===== src/hdl/mde_pkg.sv =====
// Package for the MIPS32 decode/execute block: opcode and function codes,
// request and result item types.
// No dependencies.
`default_nettype none

package mde_pkg;

  // Primary opcodes (instruction bits 31:26)
  typedef enum logic [5:0] {
    OP_RTYPE = 6'h00,
    OP_J     = 6'h02,
    OP_JAL   = 6'h03,
    OP_BEQ   = 6'h04,
    OP_BNE   = 6'h05,
    OP_ADDI  = 6'h08,
    OP_ADDIU = 6'h09,
    OP_SLTI  = 6'h0A,
    OP_SLTIU = 6'h0B,
    OP_ANDI  = 6'h0C,
    OP_ORI   = 6'h0D,
    OP_LUI   = 6'h0F,
    OP_LW    = 6'h23,
    OP_LBU   = 6'h24,
    OP_LHU   = 6'h25,
    OP_SB    = 6'h28,
    OP_SH    = 6'h29,
    OP_SW    = 6'h2B,
    OP_LL    = 6'h30,
    OP_SC    = 6'h38
  } opcode_e;

  // R-type function codes (instruction bits 5:0)
  typedef enum logic [5:0] {
    FN_SLL  = 6'h00,
    FN_SRL  = 6'h02,
    FN_JR   = 6'h08,
    FN_ADD  = 6'h20,
    FN_ADDU = 6'h21,
    FN_SUB  = 6'h22,
    FN_SUBU = 6'h23,
    FN_AND  = 6'h24,
    FN_OR   = 6'h25,
    FN_NOR  = 6'h27,
    FN_SLT  = 6'h2A,
    FN_SLTU = 6'h2B
  } funct_e;

  localparam logic [4:0]  LinkReg = 5'd31;
  localparam logic [31:0] PcStep  = 32'd4;

  // Input item
  typedef struct packed {
    logic [31:0] instruction;
    logic [31:0] inst_pc;
    logic [31:0] rs_value;
    logic [31:0] rt_value;
  } mde_req_t;

  // Result item
  typedef struct packed {
    logic [31:0] alu_result;
    logic        branch_flag;
    logic        branch_cond;
    logic [31:0] branch_target;
    logic        jump_flag;
    logic [31:0] jump_target;
    logic        reg_write;
    logic [4:0]  write_reg;
    logic        mem_read;
    logic        mem_write;
    logic        mem_to_reg;
  } mde_res_t;

endpackage

`default_nettype wire


===== src/hdl/mde_in_if.sv =====
// Input channel of the decode/execute block: valid/ready plus instruction item.
// No dependencies.
`default_nettype none

interface mde_in_if;
  logic        valid;
  logic        ready;
  logic [31:0] instruction;
  logic [31:0] inst_pc;
  logic [31:0] rs_value;
  logic [31:0] rt_value;

  modport source (output valid, output instruction, output inst_pc,
                  output rs_value, output rt_value, input ready);
  modport sink   (input valid, input instruction, input inst_pc,
                  input rs_value, input rt_value, output ready);
endinterface

`default_nettype wire


===== src/hdl/mde_out_if.sv =====
// Result channel of the decode/execute block: valid/ready plus result item.
// No dependencies.
`default_nettype none

interface mde_out_if;
  logic        valid;
  logic        ready;
  logic [31:0] alu_result;
  logic        branch_flag;
  logic        branch_cond;
  logic [31:0] branch_target;
  logic        jump_flag;
  logic [31:0] jump_target;
  logic        reg_write;
  logic [4:0]  write_reg;
  logic        mem_read;
  logic        mem_write;
  logic        mem_to_reg;

  modport source (output valid, output alu_result, output branch_flag,
                  output branch_cond, output branch_target, output jump_flag,
                  output jump_target, output reg_write, output write_reg,
                  output mem_read, output mem_write, output mem_to_reg,
                  input ready);
  modport sink   (input valid, input alu_result, input branch_flag,
                  input branch_cond, input branch_target, input jump_flag,
                  input jump_target, input reg_write, input write_reg,
                  input mem_read, input mem_write, input mem_to_reg,
                  output ready);
endinterface

`default_nettype wire


===== src/hdl/mips_decode_execute_top.sv =====
// MIPS32 decode/execute, integer subset. Uses mde_pkg, mde_in_if, mde_out_if.
// Datapath: the input register captures an accepted item, then decode/ALU logic
// feeds the result register, whose valid flag drives the result valid output.
// Throughput: one item per cycle; the ready chain through both registers
// lets a new item enter whenever the next stage frees up.
// Reset: rst_ni (async, active low) clears both valid flags; payload is not reset.
`default_nettype none

module mips_decode_execute_top
  import mde_pkg::*;
(
  input  wire logic  clk_i,
  input  wire logic  rst_ni,
  mde_in_if.sink     in_i,
  mde_out_if.source  out_o
);

  logic     in_valid_q;
  mde_req_t in_req_q;
  logic     out_valid_q;
  mde_res_t out_res_q;
  mde_res_t res_d;
  logic     out_free;

  // Handshake: result register frees when empty or taken downstream
  assign out_free   = !out_valid_q || out_o.ready;
  assign in_i.ready = !in_valid_q || out_free;

  // Input register
  always_ff @(posedge clk_i or negedge rst_ni) begin
    if (!rst_ni) begin
      in_valid_q <= 1'b0;
    end else if (in_i.ready) begin
      in_valid_q <= in_i.valid;
    end
  end

  always_ff @(posedge clk_i) begin
    if (in_i.ready && in_i.valid) begin
      in_req_q <= '{instruction: in_i.instruction, inst_pc: in_i.inst_pc,
                    rs_value: in_i.rs_value, rt_value: in_i.rt_value};
    end
  end

  // Decode and execute
  logic [31:0] a, b, pc, pc_plus4, imm_ext;
  logic [5:0]  op_raw, fn_raw;
  opcode_e     op;
  funct_e      fn;
  logic [4:0]  rt, rd, shamt;
  logic [25:0] tgt;
  logic        is_r, is_jr;

  always_comb begin
    a        = in_req_q.rs_value;
    b        = in_req_q.rt_value;
    pc       = in_req_q.inst_pc;
    op_raw   = in_req_q.instruction[31:26];
    fn_raw   = in_req_q.instruction[5:0];
    op       = opcode_e'(op_raw);
    fn       = funct_e'(fn_raw);
    rt       = in_req_q.instruction[20:16];
    rd       = in_req_q.instruction[15:11];
    shamt    = in_req_q.instruction[10:6];
    tgt      = in_req_q.instruction[25:0];
    pc_plus4 = pc + PcStep;
    is_r     = (op == OP_RTYPE);
    is_jr    = is_r && (fn == FN_JR);

    // andi/ori zero-extend, everything else sign-extends
    if (op == OP_ANDI || op == OP_ORI) begin
      imm_ext = {16'h0000, in_req_q.instruction[15:0]};
    end else begin
      imm_ext = {{16{in_req_q.instruction[15]}}, in_req_q.instruction[15:0]};
    end

    res_d = '0;

    if (is_r) begin
      case (fn)
        FN_ADD, FN_ADDU: res_d.alu_result = a + b;
        FN_SUB, FN_SUBU: res_d.alu_result = a - b;
        FN_AND:  res_d.alu_result = a & b;
        FN_OR:   res_d.alu_result = a | b;
        FN_NOR:  res_d.alu_result = ~(a | b);
        FN_SLT:  res_d.alu_result = {31'd0, $signed(a) < $signed(b)};
        FN_SLTU: res_d.alu_result = {31'd0, a < b};
        FN_SLL:  res_d.alu_result = b << shamt;
        FN_SRL:  res_d.alu_result = b >> shamt;
        FN_JR: begin
          res_d.jump_flag   = 1'b1;
          res_d.jump_target = a;
        end
        default: res_d.alu_result = '0;
      endcase
    end else begin
      case (op)
        OP_ADDI, OP_ADDIU, OP_LW, OP_LL, OP_LBU, OP_LHU,
        OP_SW, OP_SH, OP_SB, OP_SC: res_d.alu_result = a + imm_ext;
        OP_ANDI:  res_d.alu_result = a & imm_ext;
        OP_ORI:   res_d.alu_result = a | imm_ext;
        OP_LUI:   res_d.alu_result = {in_req_q.instruction[15:0], 16'h0000};
        OP_SLTI:  res_d.alu_result = {31'd0, $signed(a) < $signed(imm_ext)};
        OP_SLTIU: res_d.alu_result = {31'd0, a < imm_ext};
        OP_BEQ, OP_BNE: begin
          res_d.branch_flag   = 1'b1;
          res_d.branch_cond   = (op == OP_BEQ) ? (a == b) : (a != b);
          res_d.branch_target = pc_plus4 + {imm_ext[29:0], 2'b00};
        end
        OP_J, OP_JAL: begin
          res_d.jump_flag   = 1'b1;
          res_d.jump_target = {pc_plus4[31:28], tgt, 2'b00};
          if (op == OP_JAL) begin
            res_d.alu_result = pc_plus4 + PcStep;
          end
        end
        default: res_d.alu_result = '0;
      endcase
    end

    // Control flags
    res_d.reg_write = !(op == OP_SW || op == OP_SH || op == OP_SB ||
                        op == OP_BEQ || op == OP_BNE || op == OP_J || is_jr);
    if (is_r) begin
      res_d.write_reg = rd;
    end else if (op == OP_JAL) begin
      res_d.write_reg = LinkReg;
    end else if (op == OP_J) begin
      res_d.write_reg = '0;
    end else begin
      res_d.write_reg = rt;
    end
    res_d.mem_read   = (op == OP_LW || op == OP_LL || op == OP_LBU || op == OP_LHU);
    res_d.mem_write  = (op == OP_SW || op == OP_SH || op == OP_SB);
    res_d.mem_to_reg = (op == OP_LW || op == OP_LL);
  end

  // Result register
  always_ff @(posedge clk_i or negedge rst_ni) begin
    if (!rst_ni) begin
      out_valid_q <= 1'b0;
    end else if (out_free) begin
      out_valid_q <= in_valid_q;
    end
  end

  always_ff @(posedge clk_i) begin
    if (out_free && in_valid_q) begin
      out_res_q <= res_d;
    end
  end

  assign out_o.valid         = out_valid_q;
  assign out_o.alu_result    = out_res_q.alu_result;
  assign out_o.branch_flag   = out_res_q.branch_flag;
  assign out_o.branch_cond   = out_res_q.branch_cond;
  assign out_o.branch_target = out_res_q.branch_target;
  assign out_o.jump_flag     = out_res_q.jump_flag;
  assign out_o.jump_target   = out_res_q.jump_target;
  assign out_o.reg_write     = out_res_q.reg_write;
  assign out_o.write_reg     = out_res_q.write_reg;
  assign out_o.mem_read      = out_res_q.mem_read;
  assign out_o.mem_write     = out_res_q.mem_write;
  assign out_o.mem_to_reg    = out_res_q.mem_to_reg;

endmodule

`default_nettype wire

===== src/flat_wrapper.sv =====
// flat-port wrapper written by rule: the top's interface ports become plain ports
module mips_decode_execute_top_flat import mde_pkg::*;
  (clk_i, rst_ni, in_i_valid, in_i_instruction, in_i_inst_pc, in_i_rs_value, in_i_rt_value, in_i_ready, out_o_valid, out_o_alu_result, out_o_branch_flag, out_o_branch_cond, out_o_branch_target, out_o_jump_flag, out_o_jump_target, out_o_reg_write, out_o_write_reg, out_o_mem_read, out_o_mem_write, out_o_mem_to_reg, out_o_ready);
  mde_in_if in_i_i ();
  mde_out_if out_o_i ();
  input  wire logic clk_i;
  input  wire logic rst_ni;
  input wire logic [$bits(in_i_i.valid)-1:0] in_i_valid;
  input wire logic [$bits(in_i_i.instruction)-1:0] in_i_instruction;
  input wire logic [$bits(in_i_i.inst_pc)-1:0] in_i_inst_pc;
  input wire logic [$bits(in_i_i.rs_value)-1:0] in_i_rs_value;
  input wire logic [$bits(in_i_i.rt_value)-1:0] in_i_rt_value;
  output wire logic [$bits(in_i_i.ready)-1:0] in_i_ready;
  output wire logic [$bits(out_o_i.valid)-1:0] out_o_valid;
  output wire logic [$bits(out_o_i.alu_result)-1:0] out_o_alu_result;
  output wire logic [$bits(out_o_i.branch_flag)-1:0] out_o_branch_flag;
  output wire logic [$bits(out_o_i.branch_cond)-1:0] out_o_branch_cond;
  output wire logic [$bits(out_o_i.branch_target)-1:0] out_o_branch_target;
  output wire logic [$bits(out_o_i.jump_flag)-1:0] out_o_jump_flag;
  output wire logic [$bits(out_o_i.jump_target)-1:0] out_o_jump_target;
  output wire logic [$bits(out_o_i.reg_write)-1:0] out_o_reg_write;
  output wire logic [$bits(out_o_i.write_reg)-1:0] out_o_write_reg;
  output wire logic [$bits(out_o_i.mem_read)-1:0] out_o_mem_read;
  output wire logic [$bits(out_o_i.mem_write)-1:0] out_o_mem_write;
  output wire logic [$bits(out_o_i.mem_to_reg)-1:0] out_o_mem_to_reg;
  input wire logic [$bits(out_o_i.ready)-1:0] out_o_ready;
  assign in_i_i.valid = in_i_valid;
  assign in_i_i.instruction = in_i_instruction;
  assign in_i_i.inst_pc = in_i_inst_pc;
  assign in_i_i.rs_value = in_i_rs_value;
  assign in_i_i.rt_value = in_i_rt_value;
  assign in_i_ready = in_i_i.ready;
  assign out_o_valid = out_o_i.valid;
  assign out_o_alu_result = out_o_i.alu_result;
  assign out_o_branch_flag = out_o_i.branch_flag;
  assign out_o_branch_cond = out_o_i.branch_cond;
  assign out_o_branch_target = out_o_i.branch_target;
  assign out_o_jump_flag = out_o_i.jump_flag;
  assign out_o_jump_target = out_o_i.jump_target;
  assign out_o_reg_write = out_o_i.reg_write;
  assign out_o_write_reg = out_o_i.write_reg;
  assign out_o_mem_read = out_o_i.mem_read;
  assign out_o_mem_write = out_o_i.mem_write;
  assign out_o_mem_to_reg = out_o_i.mem_to_reg;
  assign out_o_i.ready = out_o_ready;
  mips_decode_execute_top u_core (.clk_i(clk_i), .rst_ni(rst_ni), .in_i(in_i_i), .out_o(out_o_i));
endmodule

===== config.mk =====
export PLATFORM = sky130hd
export DESIGN_NAME = mips_decode_execute_top_flat
export DESIGN_NICKNAME = d
export VERILOG_FILES = /design/src/hdl/mde_pkg.sv /design/src/hdl/mde_in_if.sv /design/src/hdl/mde_out_if.sv /design/src/hdl/mips_decode_execute_top.sv /design/src/flat_wrapper.sv
export SDC_FILE = /design/constraint.sdc
export NUM_CORES = 1
export LEC_CHECK = 0
export BUFFER_PORTS_ARGS = -buffer_cell sky130_fd_sc_hd__buf_2
export CAP_MARGIN = 0
export CORE_ASPECT_RATIO = 0.7
export CORE_MARGIN = 3
export CORE_UTILIZATION = 40
export CTS_CLUSTER_DIAMETER = 50
export CTS_CLUSTER_SIZE = 40
export DETAILED_ROUTE_END_ITERATION = 6
export PLACE_DENSITY = 0.7
export SLEW_MARGIN = 30
export SYNTH_ARGS = -nofsm -noshare
export SYNTH_HDL_FRONTEND = slang
export SYNTH_SLANG_ARGS = --single-unit

===== constraint.sdc =====
create_clock -name clk_i -period 6.9 [get_ports clk_i]
set_input_delay 0.345 -clock clk_i [delete_from_list [all_inputs] [get_ports clk_i]]
set_output_delay 0.345 -clock clk_i [all_outputs]
set_load 0.02 [all_outputs]

==> results of run 1 <==
[timing repair]
item | 4_1_cts | 5_1_grt
hold buffers | 130 | 0
setup endpoints to repair | 0 | 0
endpoints found under the hold margin | 131 | 0
[layer usage]
| metal | vias up | GRT usage, % |
|---|---|---|
| li1 | 9804 | - |
| met1 | 10463 | 44.4 |
| met2 | 1347 | 43.1 |
| met3 | 163 | 6.56 |
| met4 | 2 | 9.32 |
| met5 | - | 0 |
[area by class of cell]
class / instances / share of cell area (%)
Clock inverter: 22 / 1.29
Antenna cell: 1 / 0.00937
Clock buffer: 27 / 2.53
Tap cell: 740 / 3.47
Inverter: 142 / 1.99
Timing Repair Buffer: 407 / 10.5
Sequential cell: 238 / 26.7
Multi-Input combinational cell: 1949 / 53.5
[critical path, stage by stage, from the launching register on]
cell       delay [ps]
edfxtp_1          550
ha_1              390
and4_1            620
nand2_1           140
xnor2_1           290
ha_1              360
a21o_1            220
a21o_1            220
a221oi_2          520
o31ai_1           220
a221o_1           440
a2111oi_0         600
o21bai_1          160
a21oi_1           190
xnor2_1           140
nor2_1             50
[logic make-up (layout without fill, tap and decap cells)]
logic type | count (synthesis) | in the layout | share of synthesized area, %
mux | 97 | 97 | 6.27
other cells | 0 | 1 | 0
compound gates | 749 | 749 | 22.3
buf+inv | 293 | 598 | 5.03
flops | 238 | 238 | 31.7
xor+xnor | 165 | 165 | 6.54
fa+ha+maj | 234 | 234 | 13.1
simple gates | 704 | 704 | 15.1
[worst paths after layout]
check,end,slack [ps],cells after the start
min,u_core.out_o.valid$_DFFE_PN0P_,80,2
max,u_core.out_o.branch_target[31]$_SDFFCE_PP0P_,1550,15
min in group clk_i,u_core.out_o.valid$_DFFE_PN0P_,100,3
max reg2reg,u_core.out_o.branch_target[31]$_SDFFCE_PP0P_,1550,15
min reg2reg,u_core.out_o.valid$_DFFE_PN0P_,500,1
max in group asynchronous,u_core.in_valid_q$_DFFE_PN0N_,6720,2
[metrics by stage]
| step | instance area [um2] | std cells | util, % | worst slack, ps | hold slack, ps |
|---|---|---|---|---|---|
| 3_5_place_dp | 24400 | 3346 | 44.0 | 1640 | 135 |
| 6_report | 26700 | 3526 | 48.2 | 1550 | 81.0 |
| 3_3_place_gp | 24400 | 3345 | 43.9 | 1870 | 131 |
| 4_1_cts | 26700 | 3525 | 48.1 | 1610 | 39.6 |
| 5_1_grt | 26700 | 3525 | 48.1 | 1150 | 80.8 |
| 2_1_floorplan | 22500 | 2480 | - | 831 | 49.4 |
[power by group]
part	internal (uW)	switching [uW]
sequential	1710	128
clock	811	812
combinational	606	1020
[cells in the final DEF (no fill, tap or decap), drive strengths merged, types with 18 or more instances in the layout]
cell type / synthesis / routed
a211oi: 45 / 45
a21oi: 174 / 174
buf: 35 / 277
mux2i: 59 / 59
inv: 141 / 156
o221ai: 24 / 24
nor4: 26 / 26
a21o: 39 / 39
ha: 230 / 230
a31oi: 19 / 19
dlygate4sd3: 0 / 130
a22oi: 35 / 35
nor3: 38 / 38
clkbuf: 116 / 27
nand2: 166 / 166
xor2: 39 / 39
o21bai: 32 / 32
and2: 18 / 18
o21ai: 155 / 155
nand2b: 26 / 26
nand3: 56 / 56
o22ai: 40 / 40
xnor2: 126 / 126
a221oi: 35 / 35
mux4: 35 / 35
nand4: 24 / 24
nor2: 266 / 266
edfxtp: 236 / 236
==> impl_metrics.toml, run 1 <==
[detailed_routing]
vias_per_cell = 6.18
wirelength_met1_um = 40200
wl_met2_um = 38100
drt_wl_total_um = 91800
met3_length_um = 10200
drtAntennaViolNets = 0
via_count = 21779
routed.top_layer = "met5"
routedWlPerCell_um = 26.0
drtIter0Drc = 2989
drcViolationCount = 0
drtPass1Iterations = 7

[logic_synthesis]
syn_inst = 2480
synth_fp_nets = 2846
yosys-top-cells-area = "edfxtp_1, ha_1, xnor2_1"
synth.distinct_cells = 96
synth_ff_type = "edfxtp_1"
ys_seq_elements = 238
synth_area_um2 = 22500
async_reset_ff_share_pct = 0.840
yosysTopAreaCell = "edfxtp_1"
avgSynthCellArea_um2 = 9.09
yosysWarnings = 0
netlist_top_cells_count = "nor2_1, edfxtp_1, ha_1"
synth-seq-area-share_pct = 31.7
synth.most_common_cell = "nor2_1"
synth_top_area_share_pct = 31.4
synth_edf_count = 236

[power]
power_density_nw_per_um2 = 190
leakagePower_uw = 0.0108
total_power_uw = 5090
max-vdd-ir-drop_uv = 181

[flow_run]
maxCapViolations = 0

[sta]
slew_viol_final = 0
tns_ps = 0
setup_viol_count_final = 0
timing.final.crit_share_pct = 77.6
tightest_slew_ps = 1000
relSlewSlack_pct = 33.2
fmax_ghz = 0.187
min_period_ps = 5350
final-hold-violation-count = 0
rsz0062_at_grt = "no"
fin_worst_skew_ps = 19.1

[floorplanning]
die_y_um = 205
dieArea_um2 = 59300
io_pins = 242
core_um2 = 55500
die_w_um = 290
fp-row-count = 72
start_util_pct = 40.6

[setup_path]
cp_max_fo = 12
startpoint_type = "flip-flop"
critical_path_required_ps = 7230
path_class = "reg -> reg"
timing.rr.start = "u_core.pc[2]$_DFFE_PP_"
worstPathArrival_ps = 5680
end_kind = "flip-flop"
critPathLaunch = "u_core.pc[2]$_DFFE_PP_"

[clock_network]
cts_tree = "built"
post_cts_buffers = 0
postCtsResizedCells = 0
cts_made_buffers = 27
cts_root_buffer = "clkbuf_16"
htreeDepth = 1
clock_latency_ps = 590
cts.sinks = 238
cts_buffer_depth = 3
clkTransAtPathRegs_ps = 80

[grt]
grt_usage_pct = 30.0
first_global_vias = 20278
grt_max_degree = 84
antenna_found_initial = 4
grt_first_pass_wirelength_um = 133000
grt-ovfl-total = 0

[placement]
io_buffers = 241
hpwl_um = 69100
gp_congestion = 1.01

[layout]
final_layout_size_suffix_gt1_share_pct = 14.8
final_nets = 3131
syn_to_final_growth_pct = 18.5
fillerInstances = 5298
seq_area_um2 = 7140
multi_input_area_um2 = 14300

[min_path]
hold_class = "in -> async"

[status]
status = "finished, final reports clean"
Power figures use the tool's default switching activity.
==> inputs of run 2 (changes only) <==
--- a/config.mk
+++ b/config.mk
@@ -13,7 +13,7 @@
 export CTS_CLUSTER_DIAMETER = 50
 export CTS_CLUSTER_SIZE = 40
 export DETAILED_ROUTE_END_ITERATION = 6
-export PLACE_DENSITY = 0.7
+export PLACE_DENSITY = 0.68
 export SLEW_MARGIN = 30
 export SYNTH_ARGS = -nofsm -noshare
 export SYNTH_HDL_FRONTEND = slang
==> constraint.sdc (replaced) <==
create_clock -name clk_i -period 5.6 [get_ports clk_i]
set_input_delay 0.28 -clock clk_i [delete_from_list [all_inputs] [get_ports clk_i]]
set_output_delay 0.28 -clock clk_i [all_outputs]
set_load 0.02 [all_outputs]
==> run 2 against run 1 <==
Effect of this change:
- register-to-register slack got worse by 870 ps
- first-iteration DRC count fell by 6.1%
- design area rose by 0.57%
- critical path depth did not move
- highest routed layer unchanged
- flip-flop and latch count did not move
- power rose by 23%
- routed wire length fell by 0.74%
==> impl_metrics.toml, run 2 (synthesis results as in run 1) <==
[floorplanning]
io_pins = 242
die_w_um = 290
fp-row-count = 72
dieArea_um2 = 59300
die_y_um = 205
core_um2 = 55500
start_util_pct = 40.6

[setup_path]
path_class = "reg -> reg"
end_kind = "flip-flop"
rr_worst_depth = 15
cpMaxStageDelayCell = "edfxtp_1"
path_buf_inv = 1
cp_max_fo = 11
path_delay_family = "compound AO/OA/AOI/OAI gates"
critPathMaxStageDelay_ps = 560
path_depth = 15
critical_path_required_ps = 5940
worstPathArrival_ps = 5270
startpoint_type = "flip-flop"
crit_chain = "ha_1, and4_1, buf_4, nand4_1, xnor2_1, ha_1, and4_1, a221oi_2, o31ai_1, a221o_1, a2111oi_0, o21bai_1, a21oi_1, xnor2_1, nor2_1"

[detailed_routing]
vias_per_cell = 6.15
drcViolationCount = 0
drt_wl_total_um = 91100
drtPass1Iterations = 6
via_count = 21775
drtIter0Drc = 2806
drtAntennaViolNets = 0
routedWlPerCell_um = 25.7

[clock_network]
htreeDepth = 1
cts.sinks = 238
clock_latency_ps = 600
cts_made_buffers = 28
cts_buffer_depth = 3
cts_tree = "built"
clkTransAtPathRegs_ps = 80
cts_root_buffer = "clkbuf_16"

[grt]
grt_usage_pct = 29.7
antenna_found_initial = 2
grt-ovfl-total = 0
grt_max_degree = 87
grt_first_pass_wirelength_um = 133000
first_global_vias = 19899

[power]
comb_power_share_pct = 32.0
clock_power_share_pct = 31.9
p_seq_share_pct = 36.1
internal-power_uw = 3940
leakagePower_uw = 0.0109
power_density_nw_per_um2 = 234
power_switching_uw = 2340
max-vdd-ir-drop_uv = 204
swShare_pct = 37.3

[placement]
gp_congestion = 0.992
io_buffers = 241
dp.cells = 3357
hpwl_um = 69500

[layout]
layout_common_cells = "nor2_1, buf_2, edfxtp_1"
final_common_cell = "nor2_1"
final_nets = 3147
final_util_pct = 48.4
num_antenna_cells = 0
syn_to_final_growth_pct = 19.2
final_cells = 3543
fillerInstances = 5299
seq_area_um2 = 7140
final_layout_size_suffix_gt1_share_pct = 15.1
multi_input_area_um2 = 14300

[min_path]
hold_depth = 2
hold_class = "in -> reg"

[sta]
timing.final.crit_share_pct = 88.0
min_period_ps = 4930
setup_viol_count_final = 0
fmax_ghz = 0.203
tightest_slew_ps = 933
relSlewSlack_pct = 37.8
rsz0062_at_grt = "no"
slew_viol_final = 0
final-hold-violation-count = 0
fin_worst_skew_ps = 22.8
tns_ps = 0
whs_ps = 392

[status]
status = "finished, final reports clean"

[flow_run]
maxCapViolations = 0
[run 2: cell count changes in the layout (fill, tap and decap cells not counted), moves of 3 or more]
cell	delta
buf_4	+12
clkbuf_1	+3
clkinv_8	+5
dlygate4sd3_1	+3
inv_12	-4
[run 2: what timing repair did]
item | in CTS | in global routing
endpoints found under the hold margin | 132 | 0
gates resized for setup | 0 | 0
hold buffers | 133 | 0
buffers inserted | 0 | 0
[run 2: area by class of cell]
cell class	instances	share of cell area, %
Tap cell	740	3.45
Timing Repair Buffer	422	11.0
Clock inverter	20	1.11
Multi-Input combinational cell	1949	53.2
Clock buffer	32	2.74
Sequential cell	238	26.6
Inverter	142	1.98
[run 2: metrics by stage]
step / worst slack [ps] / power [uW] / area, um2
after global placement: 890 / 4160 / 24500
after global routing: 321 / 6550 / 26900
after detailed placement: 783 / 4170 / 24500
final: 673 / 6280 / 26900
after floorplan: 431 / 3540 / 22600
after CTS: 737 / 6270 / 26800
[run 2: path summary, 6_finish.rpt]
check | start | slack, ps | end
worst max-delay path | u_core.pc[2]$_DFFE_PP_ | 670 | u_core.out_o.branch_target[31]$_SDFFCE_PP0P_
worst min-delay path | in_i_rs_value[18] | 390 | u_core.a[18]$_DFFE_PP_
worst max register to register | u_core.pc[2]$_DFFE_PP_ | 670 | u_core.out_o.branch_target[31]$_SDFFCE_PP0P_
worst min register to register | u_core.in_valid_q$_DFFE_PN0N_ | 510 | u_core.out_o.valid$_DFFE_PN0P_
max in group asynchronous | rst_ni | 4940 | u_core.in_valid_q$_DFFE_PN0N_
min in group asynchronous | rst_ni | 540 | u_core.out_o.valid$_DFFE_PN0P_
[run 2: worst register-to-register path: stages (launching register included)]
cell and delay (ps):
edfxtp_1 560, ha_1 370, and4_1 260, buf_4 210, nand4_1 150, xnor2_1 270
ha_1 380, and4_1 260, a221oi_2 480, o31ai_1 220, a221o_1 430, a2111oi_0 530
o21bai_1 140, a21oi_1 190, xnor2_1 140, nor2_1 50
[run 2: power by group through the flow]
stage               Sequential [uW]  Clock, uW  Combinational (uW)
floorplan                      2310          0                1220
global placement               2300          0                1870
detailed placement             2300          0                1870
CTS                            2260       2050                1950
global route                   2270       2120                2160
finish                         2270       2000                2010
[run 2: layer usage]
metal  vias up  GRT usage (%)  routed length, um
met5         -              0                 13
met4         2           6.42               2220
met3       132           5.48               9280
met2      1263           42.9              38000
met1     10541           45.6              41600
li1       9837              -                  -
